$ cat config.mk
export PLATFORM = sky130hd
export DESIGN_NAME = accel_step_counter
export DESIGN_NICKNAME = d
export VERILOG_FILES = /design/src/rtl/asc_pkg.sv /design/src/rtl/asc_sqsum.sv /design/src/rtl/asc_isqrt.sv /design/src/rtl/asc_window.sv /design/src/rtl/accel_step_counter.sv
export SDC_FILE = /design/constraint.sdc
export NUM_CORES = 1
export LEC_CHECK = 0
export BUFFER_PORTS_ARGS = -buffer_cell sky130_fd_sc_hd__buf_2
export CORE_MARGIN = 2
export CORE_UTILIZATION = 30
export DETAILED_ROUTE_END_ITERATION = 8
export PLACE_DENSITY = 0.5
export SLEW_MARGIN = 20
export SYNTH_ARGS = -nofsm -noshare
export SYNTH_HDL_FRONTEND = slang
export SYNTH_SLANG_ARGS = --single-unit
$ cat constraint.sdc
create_clock -name clk_i -period 9.77 [get_ports clk_i]
set_input_delay 0 -clock clk_i [delete_from_list [all_inputs] [get_ports clk_i]]
set_output_delay 0 -clock clk_i [all_outputs]
set_load 0.02 [all_outputs]
$ cat src/rtl/asc_pkg.sv
// Shared constants and types for the step counter datapath.
// No dependencies; every other file refers to this package by scoped names.
package asc_pkg;

  localparam int AXIS_W    = 16;  // raw accelerometer sample width
  localparam int SQ_W      = 32;  // sum of three squares
  localparam int MAG_W     = 16;  // vector magnitude and filtered magnitude
  localparam int TIME_W    = 32;  // millisecond timestamp
  localparam int CFG_W     = 16;  // widest configuration register
  localparam int CFG_IDX_W = 1;

  // every serial unit runs sixteen steps: one bit of a square, two bits of the
  // radicand, or one quotient bit of the average
  localparam int ITER_N = 16;
  localparam int ITER_W = $clog2(ITER_N);

  localparam int WINDOW_LENGTH = 5;

  localparam logic [CFG_W-1:0] STEP_THRESHOLD_RST = 16'd9355;
  localparam logic [CFG_W-1:0] COOLDOWN_RST       = 16'd300;

  typedef enum logic [CFG_IDX_W-1:0] {
    CFG_STEP_THRESHOLD = 1'b0,
    CFG_COOLDOWN       = 1'b1
  } cfg_idx_e;

endpackage

$ cat src/rtl/asc_sqsum.sv
// Bit-serial sum of squares of three signed axis samples, one multiplier bit per cycle.
// Depends on asc_pkg.
module asc_sqsum (
  input  logic                                clk_i,
  input  logic                                rst_ni,
  input  logic                                start_i,
  input  logic signed [asc_pkg::AXIS_W-1:0]   ax_i,
  input  logic signed [asc_pkg::AXIS_W-1:0]   ay_i,
  input  logic signed [asc_pkg::AXIS_W-1:0]   az_i,
  output logic                                done_o,
  output logic        [asc_pkg::SQ_W-1:0]     sum_o
);

  localparam int AW = asc_pkg::AXIS_W;
  localparam int HW = AW + 2;  // upper product half holds up to three addends

  function automatic logic [AW-1:0] abs_val(input logic signed [AW-1:0] v);
    abs_val = v[AW-1] ? (~v + AW'(1)) : v;
  endfunction

  logic [AW-1:0]          mcand_q [3];
  logic [AW-1:0]          mplier_q [3];
  logic [HW-1:0]          hi_q;
  logic [AW-1:0]          lo_q;
  logic [asc_pkg::ITER_W-1:0] cnt_q;
  logic                   busy_q;
  logic                   done_q;
  logic [HW:0]            addend;
  logic [HW:0]            acc;

  always_comb begin
    addend = '0;
    for (int i = 0; i < 3; i++) begin
      if (mplier_q[i][0]) begin
        addend = addend + {3'b000, mcand_q[i]};
      end
    end
    acc = {1'b0, hi_q} + addend;
  end

  always_ff @(posedge clk_i or negedge rst_ni) begin
    if (!rst_ni) begin
      busy_q <= 1'b0;
      done_q <= 1'b0;
      cnt_q  <= '0;
    end else begin
      done_q <= busy_q && !start_i && (cnt_q == asc_pkg::ITER_W'(asc_pkg::ITER_N - 1));
      if (start_i) begin
        busy_q <= 1'b1;
        cnt_q  <= '0;
      end else if (busy_q) begin
        cnt_q <= cnt_q + 1'b1;
        if (cnt_q == asc_pkg::ITER_W'(asc_pkg::ITER_N - 1)) begin
          busy_q <= 1'b0;
        end
      end
    end
  end

  // shift the partial product right, retiring one product bit per cycle
  always_ff @(posedge clk_i) begin
    if (start_i) begin
      mcand_q[0]  <= abs_val(ax_i);
      mcand_q[1]  <= abs_val(ay_i);
      mcand_q[2]  <= abs_val(az_i);
      mplier_q[0] <= abs_val(ax_i);
      mplier_q[1] <= abs_val(ay_i);
      mplier_q[2] <= abs_val(az_i);
      hi_q        <= '0;
      lo_q        <= '0;
    end else if (busy_q) begin
      hi_q <= acc[HW:1];
      lo_q <= {acc[0], lo_q[AW-1:1]};
      for (int i = 0; i < 3; i++) begin
        mplier_q[i] <= {1'b0, mplier_q[i][AW-1:1]};
      end
    end
  end

  assign done_o = done_q;
  assign sum_o  = {hi_q[AW-1:0], lo_q};

endmodule

$ cat src/rtl/asc_isqrt.sv
// Digit-by-digit integer square root, two radicand bits per cycle.
// Depends on asc_pkg.
module asc_isqrt (
  input  logic                         clk_i,
  input  logic                         rst_ni,
  input  logic                         start_i,
  input  logic [asc_pkg::SQ_W-1:0]     radicand_i,
  output logic                         done_o,
  output logic [asc_pkg::MAG_W-1:0]    root_o
);

  localparam int NW = asc_pkg::SQ_W;
  localparam int RW = asc_pkg::MAG_W;
  localparam int MW = RW + 1;  // remainder never exceeds twice the root

  logic [NW-1:0]  n_q;
  logic [MW-1:0]  rem_q;
  logic [RW-1:0]  root_q;
  logic [asc_pkg::ITER_W-1:0] cnt_q;
  logic           busy_q;
  logic           done_q;
  logic [MW+1:0]  rem_sh;
  logic [MW+1:0]  trial;
  logic [MW+1:0]  diff;
  logic           ge;

  always_comb begin
    rem_sh = {rem_q, n_q[NW-1:NW-2]};
    trial  = {1'b0, root_q, 2'b01};
    diff   = rem_sh - trial;
    ge     = (rem_sh >= trial);
  end

  always_ff @(posedge clk_i or negedge rst_ni) begin
    if (!rst_ni) begin
      busy_q <= 1'b0;
      done_q <= 1'b0;
      cnt_q  <= '0;
    end else begin
      done_q <= busy_q && !start_i && (cnt_q == asc_pkg::ITER_W'(asc_pkg::ITER_N - 1));
      if (start_i) begin
        busy_q <= 1'b1;
        cnt_q  <= '0;
      end else if (busy_q) begin
        cnt_q <= cnt_q + 1'b1;
        if (cnt_q == asc_pkg::ITER_W'(asc_pkg::ITER_N - 1)) begin
          busy_q <= 1'b0;
        end
      end
    end
  end

  always_ff @(posedge clk_i) begin
    if (start_i) begin
      n_q    <= radicand_i;
      rem_q  <= '0;
      root_q <= '0;
    end else if (busy_q) begin
      n_q    <= {n_q[NW-3:0], 2'b00};
      rem_q  <= ge ? diff[MW-1:0] : rem_sh[MW-1:0];
      root_q <= {root_q[RW-2:0], ge};
    end
  end

  assign done_o = done_q;
  assign root_o = root_q;

endmodule

$ cat src/rtl/asc_window.sv
// Ring window of magnitudes with its running sum and a bit-serial divide by the length.
// Depends on asc_pkg.
module asc_window #(
  parameter int WINDOW_LENGTH = asc_pkg::WINDOW_LENGTH
) (
  input  logic                         clk_i,
  input  logic                         rst_ni,
  input  logic                         start_i,
  input  logic [asc_pkg::MAG_W-1:0]    mag_i,
  output logic                         done_o,
  output logic [asc_pkg::MAG_W-1:0]    filt_o
);

  localparam int MW    = asc_pkg::MAG_W;
  localparam int IW    = (WINDOW_LENGTH > 1) ? $clog2(WINDOW_LENGTH) : 1;
  localparam int TW    = $clog2(WINDOW_LENGTH + 1);  // sum bits above the magnitude width
  localparam int SUM_W = MW + TW;
  localparam int RW    = TW + 1;                     // partial remainder below twice the length

  logic [MW-1:0]            mem [WINDOW_LENGTH];
  logic [WINDOW_LENGTH-1:0] valid_q;
  logic [MW-1:0]            rd_q;
  logic [IW-1:0]            slot_q;
  logic [SUM_W-1:0]         sum_q;
  logic [SUM_W-1:0]         sum_new;
  logic [MW-1:0]            oldest;
  logic [RW-1:0]            rem_q;
  logic [RW-1:0]            rem_sh;
  logic                     q_bit;
  logic [MW-1:0]            quo_q;
  logic [asc_pkg::ITER_W-1:0] cnt_q;
  logic                     busy_q;
  logic                     done_q;

  // entries not yet written since reset read as zero
  assign oldest  = valid_q[slot_q] ? rd_q : '0;
  assign sum_new = sum_q - SUM_W'(oldest) + SUM_W'(mag_i);

  always_comb begin
    rem_sh = {rem_q[RW-2:0], quo_q[MW-1]};
    q_bit  = (rem_sh >= RW'(WINDOW_LENGTH));
  end

  always_ff @(posedge clk_i) begin
    if (start_i) begin
      mem[slot_q] <= mag_i;
    end
    rd_q <= mem[slot_q];
  end

  always_ff @(posedge clk_i or negedge rst_ni) begin
    if (!rst_ni) begin
      valid_q <= '0;
      slot_q  <= '0;
      sum_q   <= '0;
      busy_q  <= 1'b0;
      done_q  <= 1'b0;
      cnt_q   <= '0;
    end else begin
      done_q <= busy_q && !start_i && (cnt_q == asc_pkg::ITER_W'(asc_pkg::ITER_N - 1));
      if (start_i) begin
        valid_q[slot_q] <= 1'b1;
        slot_q <= (slot_q == IW'(WINDOW_LENGTH - 1)) ? '0 : slot_q + 1'b1;
        sum_q  <= sum_new;
        busy_q <= 1'b1;
        cnt_q  <= '0;
      end else if (busy_q) begin
        cnt_q <= cnt_q + 1'b1;
        if (cnt_q == asc_pkg::ITER_W'(asc_pkg::ITER_N - 1)) begin
          busy_q <= 1'b0;
        end
      end
    end
  end

  // the sum is below length * 2^16, so its upper part already sits under the
  // divisor and only sixteen quotient bits remain to be found
  always_ff @(posedge clk_i) begin
    if (start_i) begin
      rem_q <= RW'(sum_new[SUM_W-1:MW]);
      quo_q <= sum_new[MW-1:0];
    end else if (busy_q) begin
      rem_q <= q_bit ? (rem_sh - RW'(WINDOW_LENGTH)) : rem_sh;
      quo_q <= {quo_q[MW-2:0], q_bit};
    end
  end

  assign done_o = done_q;
  assign filt_o = quo_q;

endmodule

$ cat src/rtl/accel_step_counter.sv
// accel_step_counter: pedometer over a moving average of acceleration magnitude.
// A sample passes through the sum of squares, the root, the window update and the
// divide into the output stage; a new sample is taken only after the last result is
// loaded there, since the three serial units run one after another on one sample.
// Reset (async, active low) clears the window, its sum, the tally, the last step
// time and the output stage, and loads the default threshold and cooldown.
module accel_step_counter #(
  parameter int WINDOW_LENGTH = asc_pkg::WINDOW_LENGTH
) (
  input  logic                                 clk_i,
  input  logic                                 rst_ni,
  // configuration write port
  input  logic                                 cfg_we_i,
  input  logic [asc_pkg::CFG_IDX_W-1:0]        cfg_idx_i,
  input  logic [asc_pkg::CFG_W-1:0]            cfg_wdata_i,
  // sample channel
  input  logic                                 in_valid_i,
  output logic                                 in_ready_o,
  input  logic signed [asc_pkg::AXIS_W-1:0]    accel_x_i,
  input  logic signed [asc_pkg::AXIS_W-1:0]    accel_y_i,
  input  logic signed [asc_pkg::AXIS_W-1:0]    accel_z_i,
  input  logic [asc_pkg::TIME_W-1:0]           time_ms_i,
  // result channel
  output logic                                 out_valid_o,
  input  logic                                 out_ready_i,
  output logic [asc_pkg::MAG_W-1:0]            filtered_magnitude_o,
  output logic [asc_pkg::MAG_W-1:0]            step_total_o,
  output logic                                 step_seen_o
);

  typedef enum logic [1:0] {
    S_IDLE,
    S_BUSY,
    S_HOLD
  } state_e;

  localparam logic [asc_pkg::MAG_W-1:0] TALLY_MAX = '1;

  state_e                        state_q;
  logic [asc_pkg::CFG_W-1:0]     thr_q;
  logic [asc_pkg::CFG_W-1:0]     cool_q;
  logic [asc_pkg::TIME_W-1:0]    time_q;
  logic [asc_pkg::TIME_W-1:0]    last_q;
  logic [asc_pkg::MAG_W-1:0]     tally_q;
  logic [asc_pkg::MAG_W-1:0]     filt_q;
  logic                          seen_q;
  logic                          out_valid_q;

  logic                          in_fire;
  logic                          sq_done;
  logic [asc_pkg::SQ_W-1:0]      sq_sum;
  logic                          rt_done;
  logic [asc_pkg::MAG_W-1:0]     mag;
  logic                          win_done;
  logic [asc_pkg::MAG_W-1:0]     filt;
  logic [asc_pkg::TIME_W-1:0]    elapsed;
  logic                          step_hit;
  logic                          out_free;
  logic                          out_load;

  assign in_ready_o = (state_q == S_IDLE);
  assign in_fire    = in_valid_i && in_ready_o;

  // The first unit starts on an accepted sample, each other on the done pulse of the
  // one before it; each keeps its result in its own registers until started again.
  asc_sqsum u_sqsum (
    .clk_i   (clk_i),
    .rst_ni  (rst_ni),
    .start_i (in_fire),
    .ax_i    (accel_x_i),
    .ay_i    (accel_y_i),
    .az_i    (accel_z_i),
    .done_o  (sq_done),
    .sum_o   (sq_sum)
  );

  asc_isqrt u_isqrt (
    .clk_i      (clk_i),
    .rst_ni     (rst_ni),
    .start_i    (sq_done),
    .radicand_i (sq_sum),
    .done_o     (rt_done),
    .root_o     (mag)
  );

  asc_window #(
    .WINDOW_LENGTH (WINDOW_LENGTH)
  ) u_window (
    .clk_i   (clk_i),
    .rst_ni  (rst_ni),
    .start_i (rt_done),
    .mag_i   (mag),
    .done_o  (win_done),
    .filt_o  (filt)
  );

  // Step decision: average strictly above threshold and strictly more than the
  // cooldown elapsed; the time difference wraps modulo 2^32.
  assign elapsed  = time_q - last_q;
  assign step_hit = (filt > thr_q) &&
                    (elapsed > asc_pkg::TIME_W'(cool_q));
  assign out_free = !out_valid_q || out_ready_i;
  // load the output stage once the sample is finished and the stage is free
  assign out_load = (state_q == S_HOLD || (state_q == S_BUSY && win_done)) && out_free;

  // Configuration registers; both indexes are defined, nothing to ignore.
  always_ff @(posedge clk_i or negedge rst_ni) begin
    if (!rst_ni) begin
      thr_q  <= asc_pkg::STEP_THRESHOLD_RST;
      cool_q <= asc_pkg::COOLDOWN_RST;
    end else if (cfg_we_i) begin
      unique case (asc_pkg::cfg_idx_e'(cfg_idx_i))
        asc_pkg::CFG_STEP_THRESHOLD: thr_q  <= cfg_wdata_i;
        asc_pkg::CFG_COOLDOWN:       cool_q <= cfg_wdata_i;
        default: ;
      endcase
    end
  end

  // Sequencer, step state and output stage. The result waits in the output
  // register; a sample finishing while the previous result is still unread
  // holds in S_HOLD until the output stage frees up.
  always_ff @(posedge clk_i or negedge rst_ni) begin
    if (!rst_ni) begin
      state_q     <= S_IDLE;
      time_q      <= '0;
      last_q      <= '0;
      tally_q     <= '0;
      filt_q      <= '0;
      seen_q      <= 1'b0;
      out_valid_q <= 1'b0;
    end else begin
      if (out_load) begin
        out_valid_q <= 1'b1;
      end else if (out_valid_q && out_ready_i) begin
        out_valid_q <= 1'b0;
      end
      unique case (state_q)
        S_IDLE: begin
          if (in_valid_i) begin
            time_q  <= time_ms_i;
            state_q <= S_BUSY;
          end
        end
        S_BUSY, S_HOLD: begin
          if (out_load) begin
            filt_q      <= filt;
            seen_q      <= step_hit;
            if (step_hit) begin
              last_q <= time_q;
              if (tally_q != TALLY_MAX) begin
                tally_q <= tally_q + 1'b1;
              end
            end
            state_q <= S_IDLE;
          end else if (win_done) begin
            state_q <= S_HOLD;
          end
        end
        default: state_q <= S_IDLE;
      endcase
    end
  end

  assign out_valid_o          = out_valid_q;
  assign filtered_magnitude_o = filt_q;
  assign step_total_o         = tally_q;
  assign step_seen_o          = seen_q;

endmodule

==> impl_metrics.ini <==
[synth]
synth.area.top_cells = edfxtp_1 25%, dfrtp_1 16%, ha_1 7.6%
synth_largest_area_cell = edfxtp_1
synthArstFlopShare_pct = 36.3
ys_types = 81
synth_edf_count = 227
synth_nets = 2945
netlist_instances = 2660
avgSynthCellArea_sq_um = 10.1
synthTopCellsByCount = 366 x nand2_1, 227 x edfxtp_1, 214 x nor2_1, 203 x inv_1, 167 x dfrtp_1
synth_flop_cell = edfxtp_1
synth_seq_cells = 487
yosysMostFrequentCell = nand2_1
syn_area_sq_um = 26900
yosysSeqAreaShare_pct = 48.0
ys_warn_count = 0
netlist.area_leader.share_pct = 25.3

[placement]
placed_area_sq_um = 28800
io_buffer_count = 136
gp_congestion = 0.821
dpl.hpwl_mm = 44.3

[pwr]
power.density_nw_per_um2 = 332
p_leak_nw = 14.1
irDropWorstVdd_v = 0.000183

[flow_run]
cap_violations = 0

[grt]
grt_pass1_vias = 19500
antenna_found_initial = 0
grt_usage_pct = 14.0
gr-total-overflow = 0
grt_pass1_wl_mm = 104
grt_start_max_net_pins = 66

[route]
totalWireLength_mm = 63.7
vias = 19500
drc = 0
wl_per_cell_microns = 15.3
drt_iter0_drc = 1123
vias_per_cell = 4.70
drt_first_pass_iters = 5
antenna_left = 0

[floorplanning]
die_area_sq_um = 92100
die_h_microns = 303
boundaryPins = 137
die_w_microns = 303
start_util_pct = 30.4
coreArea_sq_um = 88600
num_rows = 109

[critical_path]
ff2ff_path_depth = 25
r2r-end = u_sqsum.hi_q[15]
startpoint = u_sqsum.mplier_q[0][0]
cpPeakStageDelay_ns = 0.70
r2r_start = u_sqsum.mplier_q[0][0]
end_kind = flop
worst-setup-path-type = flop to flop
crit_path_start_kind = flop
reg2reg_slack_ns = 2.88
critical_path.slowest_cell = edfxtp_1
cp-endpoint = u_sqsum.hi_q[15]
crit_required_ns = 10.24
arrival_ns = 7.36
cp_max_fo = 26

[clock_network]
cts_resized = 0
cts_tree = yes
clock_latency_ns = 0.63
cts_max_level = 2
clock-sinks = 487
cts_made_buffers = 56
clk_transition_reported_paths_ns = 0.06
cts_buffer_depth = 3
cts_root_buf = clkbuf_16

[sta]
rsz0062_at_grt = no
min_period_over_period_pct = 70.5
finalSetupViolCount = 0
clock.fmax_ghz = 0.145
skew_ns = 0.0528
final_max_slew_viol_count = 0
slew_headroom_pct = 27.9
tns_ns = 0
tightest_slew_ns = 1.08
fin_crit_ns = 6.89
final-hold-violation-count = 0

[min_path]
hold_path.class = primary input to flop

[layout]
drive_gt1_share_pct = 13.4
syn2layout_area_growth_pct = 20.6
n_antenna_cell = 0
layout.nets = 3227
final_area_sq_um = 32500

[status]
status = complete, no violations
kinds of logic after synthesis:
group	after synthesis	share of synthesized area [%]
buffers and inverters	304	4.38
XOR/XNOR	147	4.78
AO/OA/AOI/OAI	516	12.1
flip-flops	487	48.0
adder cells (fa/ha/maj)	186	9.18
AND/OR/NAND/NOR	860	14.4
multiplexers	160	7.13
placed cells by master (no fill, tap or decap), types with 58 or more instances in the layout:
cell / netlist / routed
buf_2: 10 / 135
mux2_2: 81 / 81
mux2i_1: 60 / 60
dfxtp_1: 83 / 83
edfxtp_1: 227 / 227
inv_1: 203 / 202
ha_1: 163 / 163
nor2_1: 214 / 213
dfrtp_1: 167 / 163
xnor2_1: 97 / 97
nand2_1: 366 / 365
o21ai_0: 162 / 162
clkbuf_16: 0 / 58
dlygate4sd3_1: 0 / 166
a21oi_1: 108 / 108
area by class of cell:
cell class	count	area (sq um)
Multi-Input combinational cell	1869	12800
Timing Repair Buffer	324	2540
Sequential cell	487	12900
Clock buffer	66	1530
Inverter	204	768
Tap cell	1165	1460
Fill cell	8864	56200
Clock inverter	40	405
flip-flops by register name, indices dropped and copies added (netlist names), 4 cells and up:
register              flops
u_window.filt_o          16
u_sqsum.cnt_q             4
cool_q                   16
u_isqrt.root_o           16
filtered_magnitude_o     16
time_q                   32
u_window.rd_q            16
step_total_o             16
u_window.sum_q           19
thr_q                    16
u_isqrt.cnt_q             4
u_isqrt.n_q              32
u_window.valid_q          5
u_sqsum.lo_q             16
u_sqsum.mplier_q         48
u_sqsum.mcand_q          48
u_sqsum.hi_q             18
u_window.mem             80
u_isqrt.rem_q            17
u_window.cnt_q            4
last_q                   32
per-layer routing:
layer / up-vias / wire length (microns) / track usage [%]
li1: 9937 / - / -
met1: 9204 / 30100 / 18.5
met2: 296 / 30000 / 23.7
met3: 96 / 1890 / 1.81
met4: 0 / 1690 / 4.31
met5: - / 0 / 0
worst min path at each step:
stage	startpoint	endpoint	slack [ns]	cells past startpoint
6_report	cfg_we_i	thr_q[0]	0.1	3
5_1_grt	cfg_we_i	thr_q[0]	0.11	3
4_1_cts	time_ms_i[10]	time_q[10]	0.05	4
3_5_place_dp	rst_ni	step_total_o[3]	0.01	1
3_3_place_gp	rst_ni	step_total_o[3]	0.01	1
2_1_floorplan	rst_ni	cool_q[0]	-0.30	0
where the power goes:
group	leakage, nW	total [mW]	switching, mW	internal [mW]
Clock	0.954	2.18	0.894	1.28
Sequential	4.98	3.21	0.393	2.82
Combinational	8.18	5.38	2.98	2.40
Total	14.1	10.8	4.27	6.50
what timing repair did:
action | in CTS | in global routing
hold buffers | 167 | 0
endpoints found under the hold margin | 239 | 0
buffers inserted | 0 | 0
per-stage QoR:
stage               hold WS [ns]  power [mW]  util [%]  std cells  worst slack [ns]
floorplan                 -0.296        7.38         -       2660              3.51
global placement          0.0124        8.55      32.5       3882              3.00
detailed placement        0.0106        8.57      32.5       3882              2.93
CTS                       0.0500        10.9      36.6       4155              2.83
global route               0.106        11.8      36.6       4155              2.23
finish                    0.0999        10.8      36.6       4155              2.88
worst max-delay path, delay by kind of cell, from the launching register on:
kind / cells / cell delay, ns
AO/OA/AOI/OAI: 11 / 2.47
AND/OR/NAND/NOR: 5 / 1.04
XOR/XNOR: 2 / 0.32
adder cells (fa/ha/maj): 5 / 1.81
flip-flops: 1 / 0.70
multiplexers: 2 / 0.40
Note: power is estimated with default switching activity, not from simulation.
